[src/hdl/kzrt_pkg.sv]
package kzrt_pkg;

   localparam int FIELD_W        = 11;
   localparam int VALUE_W        = 32;
   localparam int RESULT_W       = 12;
   localparam int LEAF_COUNT_DEF = 1024;

   localparam logic signed [RESULT_W-1:0] RESULT_NONE = '1;

   localparam logic REQ_UPDATE = 1'b0;
   localparam logic REQ_QUERY  = 1'b1;

   typedef enum logic [3:0] {
      ST_CLEAR,
      ST_IDLE,
      ST_DISPATCH,
      ST_U_CHECK,
      ST_U_UP,
      ST_Q_PRE,
      ST_Q_ROOT,
      ST_Q_TOP,
      ST_Q_DESC,
      ST_DONE
   } state_type;

   typedef enum logic [3:0] {
      OP_NONE,
      OP_CLEAR,
      OP_LOAD,
      OP_UPD_LEAF,
      OP_UPD_CHECK,
      OP_UPD_UP,
      OP_PRE,
      OP_ROOT,
      OP_TOP,
      OP_DESC,
      OP_MISS,
      OP_SEND
   } op_type;

   typedef struct packed {
      op_type op;
   } cmd_type;

   typedef struct packed {
      logic clear_done;
      logic is_query;
      logic upd_in_range;
      logic rank_zero;
      logic pre_empty;
      logic leaf_same;
      logic at_root;
      logic pre_last;
      logic too_few;
      logic desc_last;
      logic rsp_free;
   } sts_type;

endpackage

[src/hdl/kzrt_ctrl.sv]
module kzrt_ctrl (
   input  logic              clock,
   input  logic              reset,
   input  logic              req_valid,
   output logic              req_ready,
   input  kzrt_pkg::sts_type sts,
   output kzrt_pkg::cmd_type cmd
);

   kzrt_pkg::state_type state_ff;
   kzrt_pkg::state_type state_in;

   always_ff @(posedge clock) begin
      if (reset) begin
         state_ff <= kzrt_pkg::ST_CLEAR;
      end else begin
         state_ff <= state_in;
      end
   end

   // next state
   always_comb begin
      state_in = state_ff;
      unique case (state_ff)
         kzrt_pkg::ST_CLEAR: begin
            if (sts.clear_done) begin
               state_in = kzrt_pkg::ST_IDLE;
            end
         end
         kzrt_pkg::ST_IDLE: begin
            if (req_valid) begin
               state_in = kzrt_pkg::ST_DISPATCH;
            end
         end
         kzrt_pkg::ST_DISPATCH: begin
            priority if (!sts.is_query && sts.upd_in_range) begin
               state_in = kzrt_pkg::ST_U_CHECK;
            end else if (!sts.is_query) begin
               state_in = kzrt_pkg::ST_IDLE;
            end else if (sts.rank_zero) begin
               state_in = kzrt_pkg::ST_DONE;
            end else if (sts.pre_empty) begin
               state_in = kzrt_pkg::ST_Q_ROOT;
            end else begin
               state_in = kzrt_pkg::ST_Q_PRE;
            end
         end
         kzrt_pkg::ST_U_CHECK: begin
            state_in = sts.leaf_same ? kzrt_pkg::ST_IDLE : kzrt_pkg::ST_U_UP;
         end
         kzrt_pkg::ST_U_UP: begin
            if (sts.at_root) begin
               state_in = kzrt_pkg::ST_IDLE;
            end
         end
         kzrt_pkg::ST_Q_PRE: begin
            if (sts.pre_last) begin
               state_in = kzrt_pkg::ST_Q_ROOT;
            end
         end
         kzrt_pkg::ST_Q_ROOT: begin
            state_in = kzrt_pkg::ST_Q_TOP;
         end
         kzrt_pkg::ST_Q_TOP: begin
            state_in = sts.too_few ? kzrt_pkg::ST_DONE : kzrt_pkg::ST_Q_DESC;
         end
         kzrt_pkg::ST_Q_DESC: begin
            if (sts.desc_last) begin
               state_in = kzrt_pkg::ST_DONE;
            end
         end
         kzrt_pkg::ST_DONE: begin
            if (sts.rsp_free) begin
               state_in = kzrt_pkg::ST_IDLE;
            end
         end
         default: begin
            state_in = kzrt_pkg::ST_IDLE;
         end
      endcase
   end

   // outputs
   always_comb begin
      req_ready = 1'b0;
      cmd.op    = kzrt_pkg::OP_NONE;
      unique case (state_ff)
         kzrt_pkg::ST_CLEAR: begin
            cmd.op = kzrt_pkg::OP_CLEAR;
         end
         kzrt_pkg::ST_IDLE: begin
            req_ready = 1'b1;
            if (req_valid) begin
               cmd.op = kzrt_pkg::OP_LOAD;
            end
         end
         kzrt_pkg::ST_DISPATCH: begin
            priority if (!sts.is_query && sts.upd_in_range) begin
               cmd.op = kzrt_pkg::OP_UPD_LEAF;
            end else if (sts.is_query && sts.rank_zero) begin
               cmd.op = kzrt_pkg::OP_MISS;
            end else begin
               cmd.op = kzrt_pkg::OP_NONE;
            end
         end
         kzrt_pkg::ST_U_CHECK: begin
            cmd.op = kzrt_pkg::OP_UPD_CHECK;
         end
         kzrt_pkg::ST_U_UP: begin
            cmd.op = kzrt_pkg::OP_UPD_UP;
         end
         kzrt_pkg::ST_Q_PRE: begin
            cmd.op = kzrt_pkg::OP_PRE;
         end
         kzrt_pkg::ST_Q_ROOT: begin
            cmd.op = kzrt_pkg::OP_ROOT;
         end
         kzrt_pkg::ST_Q_TOP: begin
            cmd.op = kzrt_pkg::OP_TOP;
         end
         kzrt_pkg::ST_Q_DESC: begin
            cmd.op = kzrt_pkg::OP_DESC;
         end
         kzrt_pkg::ST_DONE: begin
            if (sts.rsp_free) begin
               cmd.op = kzrt_pkg::OP_SEND;
            end
         end
         default: begin
            cmd.op = kzrt_pkg::OP_NONE;
         end
      endcase
   end

endmodule

[config.mk]
export PLATFORM = sky130hd
export DESIGN_NAME = kzrt_ctrl
export DESIGN_NICKNAME = d
export VERILOG_FILES = /design/src/hdl/kzrt_pkg.sv /design/src/hdl/kzrt_ctrl.sv
export SDC_FILE = /design/constraint.sdc
export NUM_CORES = 1
export LEC_CHECK = 0
export BUFFER_PORTS_ARGS = -buffer_cell sky130_fd_sc_hd__buf_2
export CORE_AREA = 4 4 44 46
export DETAILED_ROUTE_END_ITERATION = 7
export DIE_AREA = 0 0 48 50
export HOLD_SLACK_MARGIN = 0.12
export PLACE_DENSITY = 0.63
export SYNTH_ARGS = -nofsm -noshare
export SYNTH_HDL_FRONTEND = slang
export SYNTH_SLANG_ARGS = --single-unit
[constraint.sdc]
create_clock -name clock -period 2.7 [get_ports clock]
set_input_delay 0.135 -clock clock [delete_from_list [all_inputs] [get_ports clock]]
set_output_delay 0.135 -clock clock [all_outputs]
set_load 0.01 [all_outputs]
Word level (Yosys, flattened, before mapping)
Cells that the tools add are included.

storage, ports and cells
  register bits after elaboration = 4
  bits of input ports = 14
  output and inout bits = 5
  logic and storage cells = 40

operators by class
  equality and inequality tests = 15
  mux-type cells = 19
  reduce and logical (&&, ||, !) cells = 5

operator list
  cell                                                  count
  case mux 4 bit (10 select lines)                      2
  two-way mux 4 bit                                     12
  equality test 4 x 3 -> 1 bit (second input constant)  4
  inequality test 2 bit (second input constant)         6
  equality test 4 x 2 -> 1 bit (second input constant)  2
  equality test 4 bit (second input constant)           2
  AND reduction 6 bit                                   1
  equality test 4 x 1 -> 1 bit (second input constant)  1
  zero test 4 bit                                       1
  two-way mux 2 bit                                     2
  two-way mux 3 bit                                     1
  logical AND 1 bit                                     2
  two-way mux 1 bit                                     2
  zero test 1 bit                                       1

Logic depth before layout (Yosys ltp)
Gate-level depths: netlist (run 1).

  depth after elaboration = 5
  gate-level depth with buffers = 5

Least setup slack after synthesis (run 1)
OpenSTA, ideal clock, no wires.

  kind = reg-to-reg
  start point = register state_ff[0]
  end point = register state_ff[2]
  setup time = 0.096 ns
  arrival time = 1.241 ns
  data required time = 2.604 ns
  path slack = 1.363 ns
  cell stages (with the launch flop) = 5
  buffers on the path = 1
  clock period less this slack = 1.337 ns
  cell sequence = dfxtp_1 > buf_6 > or3_1 > a2111o_1 > o41ai_2

on the way
  cells in the longest elaborated chain, start to end = 3
  elaborated cells on any way between the ends = 18
  classes of those cells = eq/ne: 15; mux: 1; reduce/logical: 2

RTL lines
  what                                                        line             source
  start, declared                                             kzrt_ctrl.sv:10  kzrt_pkg::state_type state_ff;
  start signal, assigned                                      kzrt_ctrl.sv:15  state_ff <= kzrt_pkg::ST_CLEAR;
  start signal, assigned                                      kzrt_ctrl.sv:17  state_ff <= state_in;
  equality test 4 x 3 -> 1 bit, or another cell as far along  kzrt_ctrl.sv:24  unique case (state_ff)
  inequality test 2 bit (no line)                             --
  AND reduction 6 bit (no line)                               --

Parallel ways exist; a longest one is shown, timed or not.
A chain may end at the register's enable or synchronous reset.

Worst setup path after layout (run 1)
  start point = register state_ff[3]
  end point = register state_ff[1]

The elaborated chain is that of the path after synthesis.

==> results.ini, run 1 <==
[synthesis]
synth_fp_nets = 79
synth_xor_area_share_pct = 1.724
avgSynthCellArea_um2 = 7.815
yosys_register_bits = 4
synth_compound_area_share_pct = 41.38
synth-simple-area-share_pct = 24.38
ys_types = 40
synth-seq-area-share_pct = 15.76
synth_cells = 65
yosys.area_share.adder_pct = 0
synth_top_family_by_area = compound AO/OA/AOI/OAI gates
async_reset_ff_share_pct = 0
netlist_area_um2 = 508.0
synth_edf_count = 0
yosys_warnings = 0
synth.mux.area_fraction_pct = 8.128
synth_top_flop_cell = dfxtp_1

[final_layout]
reg_top3 = state_ff x4
fin_cells = 97
finalNetCount = 97
regMostFlops = state_ff
largest_reg_flops = 4
diodes = 0
final_layout_size_suffix_gt1_share_pct = 33.33
syn_to_final_growth_pct = 19.70

[floorplan]
chipWidth_um = 48
placementRows = 14
ios = 19
initial_core_util_pct = 33.72
die_h_um = 50
core-area_um2 = 1506
die_area_um2 = 2400

[sta]
finalMaxSlewViolations = 0
whs_ns = 0.1749
tns_ns = 0
min_period_ns = 1.761
slew_headroom_pct = 59.39
finClkSkew_ns = 0.001716
worst_pin_slew_ns = 0.6084
setup_viol = 0
fin_crit_sh_pct = 65.22
finalHoldViolations = 0
rsz0062_at_grt = no
fmax_mhz = 567.9

[critical_path]
end_kind = register
required_ns = 2.83
cpLargestDelayFamily = compound AO/OA/AOI/OAI gates
slowest_stage = dfxtp_1
worst-path-buf-inv = 0
start_kind = register
worstSetupPathType = register to register
path_max_fanout = 16
crit_arrival_ns = 1.89
cp_cell_sequence = nor2b_1 > a32oi_2 > a21oi_2 > a2111oi_4
slowest_delay_ns = 0.70

[clock_network]
htreeDepth = 1
postCtsHoldBufs = 0
ctsResizeCount = 0
cts_setup_buffers = 0
root_buffer = clkbuf_4
cts_buffer_depth = 2
clk-insertion-delay-late_ns = 0.23
clk_pin_slew_ns = 0.03
cts_tree = built
cts_buffers = 3
clock-sinks = 4

[route]
num_vias = 540
drtAntennaViolNets = 0
wl_per_cell_um = 13.89
via_per_inst = 5.567
firstDrtPassIters = 4
post-route-drc-count = 0
wirelength_mm = 1.347
drt_iter0_markers = 13

[grt]
gr-total-overflow = 0
grt_antenna_before_repair = 0
grt_max_degree = 17
grt_pass1_vias = 486
gr-usage-all-layers_pct = 11.78
grt_pass1_wl_mm = 2.139

[placed_design]
portBuffers = 18
place_inst = 94
place.gp.congestion = 0.7871
dp_hpwl_mm = 1.041

[pwr]
ir_worst_vdd_uv = 417.0
power.density_nw_per_um2 = 816.7
leakagePower_nw = 0.2319

[run]
maxCapViolCount = 0

[worst_hold_path]
hp-class = primary input to register

[status]
status = complete, no violations

cell usage after synthesis, drive strengths merged (2+ instances only):
library cell	instances	area, um2
buf	4	28.78
nand3	2	10.01
o21ai	4	20.02
mux2i	3	30.03
nor2b	2	12.51
nor3	2	10.01
nand2b	3	18.77
inv	3	11.26
o31ai	3	22.52
a21oi	3	18.77
nand2	3	11.26
nor2	7	26.28
dfxtp	4	80.08
power by group:
| part | leakage (nW) | switching (W) | internal (W) |
|---|---|---|---|
| clock | 0.0138 | 0.0000205 | 0.0000494 |
| sequential | 0.0328 | 0.0000742 | 0.0000775 |
| combinational | 0.185 | 0.000146 | 0.000129 |
final cells by class:
| class | count | area (um2) |
|---|---|---|
| clock buffers | 3 | 22.52 |
| fillers | 170 | 898.4 |
| inverters | 3 | 11.26 |
| multi-input cells | 53 | 384.1 |
| flip-flops and latches | 4 | 80.08 |
| well taps | 16 | 20.02 |
| repair buffers | 18 | 90.09 |
worst paths after layout:
path	startpoint	to	slack (ns)	depth (start not counted)
setup / recovery	state_ff[3]	state_ff[1]	0.94	4
hold / removal	reset	state_ff[1]	0.17	2
setup reg to reg	state_ff[3]	state_ff[1]	0.94	4
hold reg to reg	state_ff[1]	state_ff[3]	0.81	3
layout by cell type (no fill, tap or decap), types with 2 or more instances in the layout:
master and instances:
nor2b_1 2, nand2b_1 3, o31ai_1 3, nand2_1 3, o21ai_1 2, dfxtp_1 4, nand3_1 2, a21oi_1 2
o21ai_0 2, buf_2 18, nor3_1 2, nor2_1 7, mux2i_1 3, inv_1 2, clkbuf_4 3
cell families (layout without fill, tap and decap cells):
logic type	count (synthesis)	count (layout)
compound gates	24	24
simple gates	24	24
buf+inv	8	24
mux	4	4
flops	4	4
xor+xnor	1	1
metal layers:
| layer | wire [um] | track usage (%) | vias up |
|---|---|---|---|
| met1 | 621 | 17.20 | 242 |
| li1 | - | - | 282 |
| met2 | 626 | 17.40 | 16 |
| met4 | 0 | 4.036 | 0 |
| met5 | 0 | 0 | - |
| met3 | 100 | 1.091 | 0 |
per-stage QoR:
| stage | util, % | setup slack [ns] | instance area [um2] | power (W) |
|---|---|---|---|---|
| after floorplan | - | 1.363 | 508.0 | 0.0003599 |
| after global placement | 38.87 | 1.013 | 585.6 | 0.0004260 |
| after detailed placement | 38.87 | 0.9384 | 585.6 | 0.0004280 |
| after CTS | 40.37 | 0.9395 | 608.1 | 0.0005027 |
| after global routing | 40.37 | 0.8028 | 608.1 | 0.0005444 |
| final | 40.37 | 0.9391 | 608.1 | 0.0004966 |
(Power assumes the default switching activity.)
==> inputs of run 2 (changes only) <==
--- a/config.mk
+++ b/config.mk
@@ -10,7 +10,7 @@
 export DETAILED_ROUTE_END_ITERATION = 7
 export DIE_AREA = 0 0 48 50
 export HOLD_SLACK_MARGIN = 0.12
-export PLACE_DENSITY = 0.63
+export PLACE_DENSITY = 0.65
 export SYNTH_ARGS = -nofsm -noshare
 export SYNTH_HDL_FRONTEND = slang
 export SYNTH_SLANG_ARGS = --single-unit
==> constraint.sdc (replaced) <==
create_clock -name clock -period 1.45 [get_ports clock]
set_input_delay 0.0725 -clock clock [delete_from_list [all_inputs] [get_ports clock]]
set_output_delay 0.0725 -clock clock [all_outputs]
set_load 0.01 [all_outputs]
==> results.ini, run 2 (synthesized netlist as in run 1, its figures left out) <==
[grt]
grt_pass1_vias = 563
gr-usage-all-layers_pct = 14.19
gr-total-overflow = 0
grt_pass1_wl_mm = 2.532
grt_max_degree = 9
grt_antenna_before_repair = 0

[placed_design]
portBuffers = 18
place.gp.congestion = 0.9066
dp_slack_ns = -0.008849
place_area_um2 = 660.6
dp_hpwl_mm = 1.191

[route]
wirelength_mm = 1.546
drtAntennaViolNets = 0
wl_per_cell_um = 14.31
num_vias = 619
via_per_inst = 5.731
firstDrtPassIters = 4
post-route-drc-count = 0
drt_iter0_markers = 12

[critical_path]
worstSetupPathType = register to register
cpLargestDelayFamily = compound AO/OA/AOI/OAI gates
end_kind = register
cp_cell_sequence = mux2i_1 > a32oi_2 > a2111o_1 > o41ai_2
worstSetupStartpoint = state_ff[2]
slowest_delay_ns = 0.41
timing.rr.start = state_ff[2]
crit_arrival_ns = 1.51
slowest_stage = a2111o_1
worst-path-buf-inv = 0
path_max_fanout = 7
required_ns = 1.59
start_kind = register

[clock_network]
htreeDepth = 1
clock-sinks = 4
clk_pin_slew_ns = 0.04
cts_buffer_depth = 2
cts_buffers = 3
root_buffer = clkbuf_4
cts_tree = built
clk-insertion-delay-late_ns = 0.24

[pwr]
p_sw_w = 0.0005106
power.share.switching_pct = 46.08
clockPowerShare_pct = 12.4
power.density_nw_per_um2 = 1540
total_power_w = 0.001108
internal_power_w = 0.0005974
ir_worst_vdd_uv = 1098
combinationalPowerShare_pct = 67.1
leakagePower_nw = 0.2940
seq_power_share_pct = 20.5

[final_layout]
diodes = 0
final_layout_size_suffix_gt1_share_pct = 45.65
layout_common_cells = buf_2, buf_4, nor2_1
largest_reg_flops = 4
regMostFlops = state_ff
syn_to_final_growth_pct = 41.63
finalNetCount = 108
reg_top3 = state_ff x4
fillers = 153
fin_area_um2 = 719.4
final_common_cell = buf_2

[sta]
setup_ws_ns = 0.07593
finalHoldViolations = 0
setup_viol = 0
fmax_mhz = 727.8
min_period_ns = 1.374
finalMaxSlewViolations = 0
fin_crit_sh_pct = 94.76
whs_ns = 0.2771
finClkSkew_ns = 0.008769
rsz0062_at_grt = no
worst_pin_slew_ns = 0.3280
slew_headroom_pct = 77.95

[floorplan]
ios = 19
die_h_um = 50
initial_core_util_pct = 33.72
core-area_um2 = 1506
chipWidth_um = 48
placementRows = 14
die_area_um2 = 2400

[worst_hold_path]
hp-class = primary input to register
hold_start = sts[4]

[run]
maxCapViolCount = 0

[status]
status = complete, no violations

==> run 2: cell types whose count changed in the layout (fill, tap and decap cells not counted) <==
cell           delta
a21oi_2           -1
a21oi_4           +1
buf_4            +10
dfxtp_1           -3
dfxtp_2           +2
dfxtp_4           +1
dlygate4sd3_1     +1
nor2b_1           -1
nor2b_4           +1
o31ai_1           -1
o31ai_2           +1
==> run 2: final cells by class <==
type	count	area, um2	area share, %
clock buffer	3	22.52	3.130
sequential	4	86.33	12.00
inverter	3	11.26	1.565
tap	16	20.02	2.783
multi-input combinational	53	404.1	56.17
timing repair buffer	29	175.2	24.35
==> run 2: worst register-to-register path, cell delays in order (launching register included) <==
cell	delay, ns
dfxtp_2	0.39
mux2i_1	0.29
a32oi_2	0.13
a2111o_1	0.41
o41ai_2	0.05
==> run 2: per-layer routing <==
metal	GRT usage (%)	share of wire [%]	wire length, um
met1	19.14	45	689
met2	21.59	46	711
met3	5.455	9.4	145
met4	1.794	0	0
met5	0	0	0
==> run 2: power groups by stage <==
stage / Clock (W) / Combinational, W / Sequential, W
final: 0.000137 / 0.000744 / 0.000227
after detailed placement: 0 / 0.000694 / 0.000209
after CTS: 0.000140 / 0.000727 / 0.000211
after global routing: 0.000151 / 0.000826 / 0.000237
after floorplan: 0 / 0.000487 / 0.000184
after global placement: 0 / 0.000694 / 0.000211
==> run 2: what timing repair did <==
| item | CTS | global route |
|---|---|---|
| hold buffers | 1 | 0 |
| endpoints found under the hold margin | 1 | 0 |
| pin swaps | 0 | 1 |
| setup buffers | 0 | 0 |
| endpoints found under the setup margin | 5 | 3 |
| resized for setup | 3 | 5 |
==> run 2: final timing paths <==
path / end / slack [ns] / depth (start not counted)
setup / recovery: state_ff[2] / 0.08 / 4
hold / removal: state_ff[2] / 0.28 / 4
setup reg to reg: state_ff[2] / 0.08 / 4
hold reg to reg: state_ff[1] / 0.68 / 2
==> run 2: stage by stage <==
step,std cells,utilization (%),setup TNS (ns)
after floorplan,65,-,0
after global placement,104,43.85,-0.0003335
after detailed placement,104,43.85,-0.009948
after CTS,108,46.68,0
after global routing,108,47.76,0
final,108,47.76,0
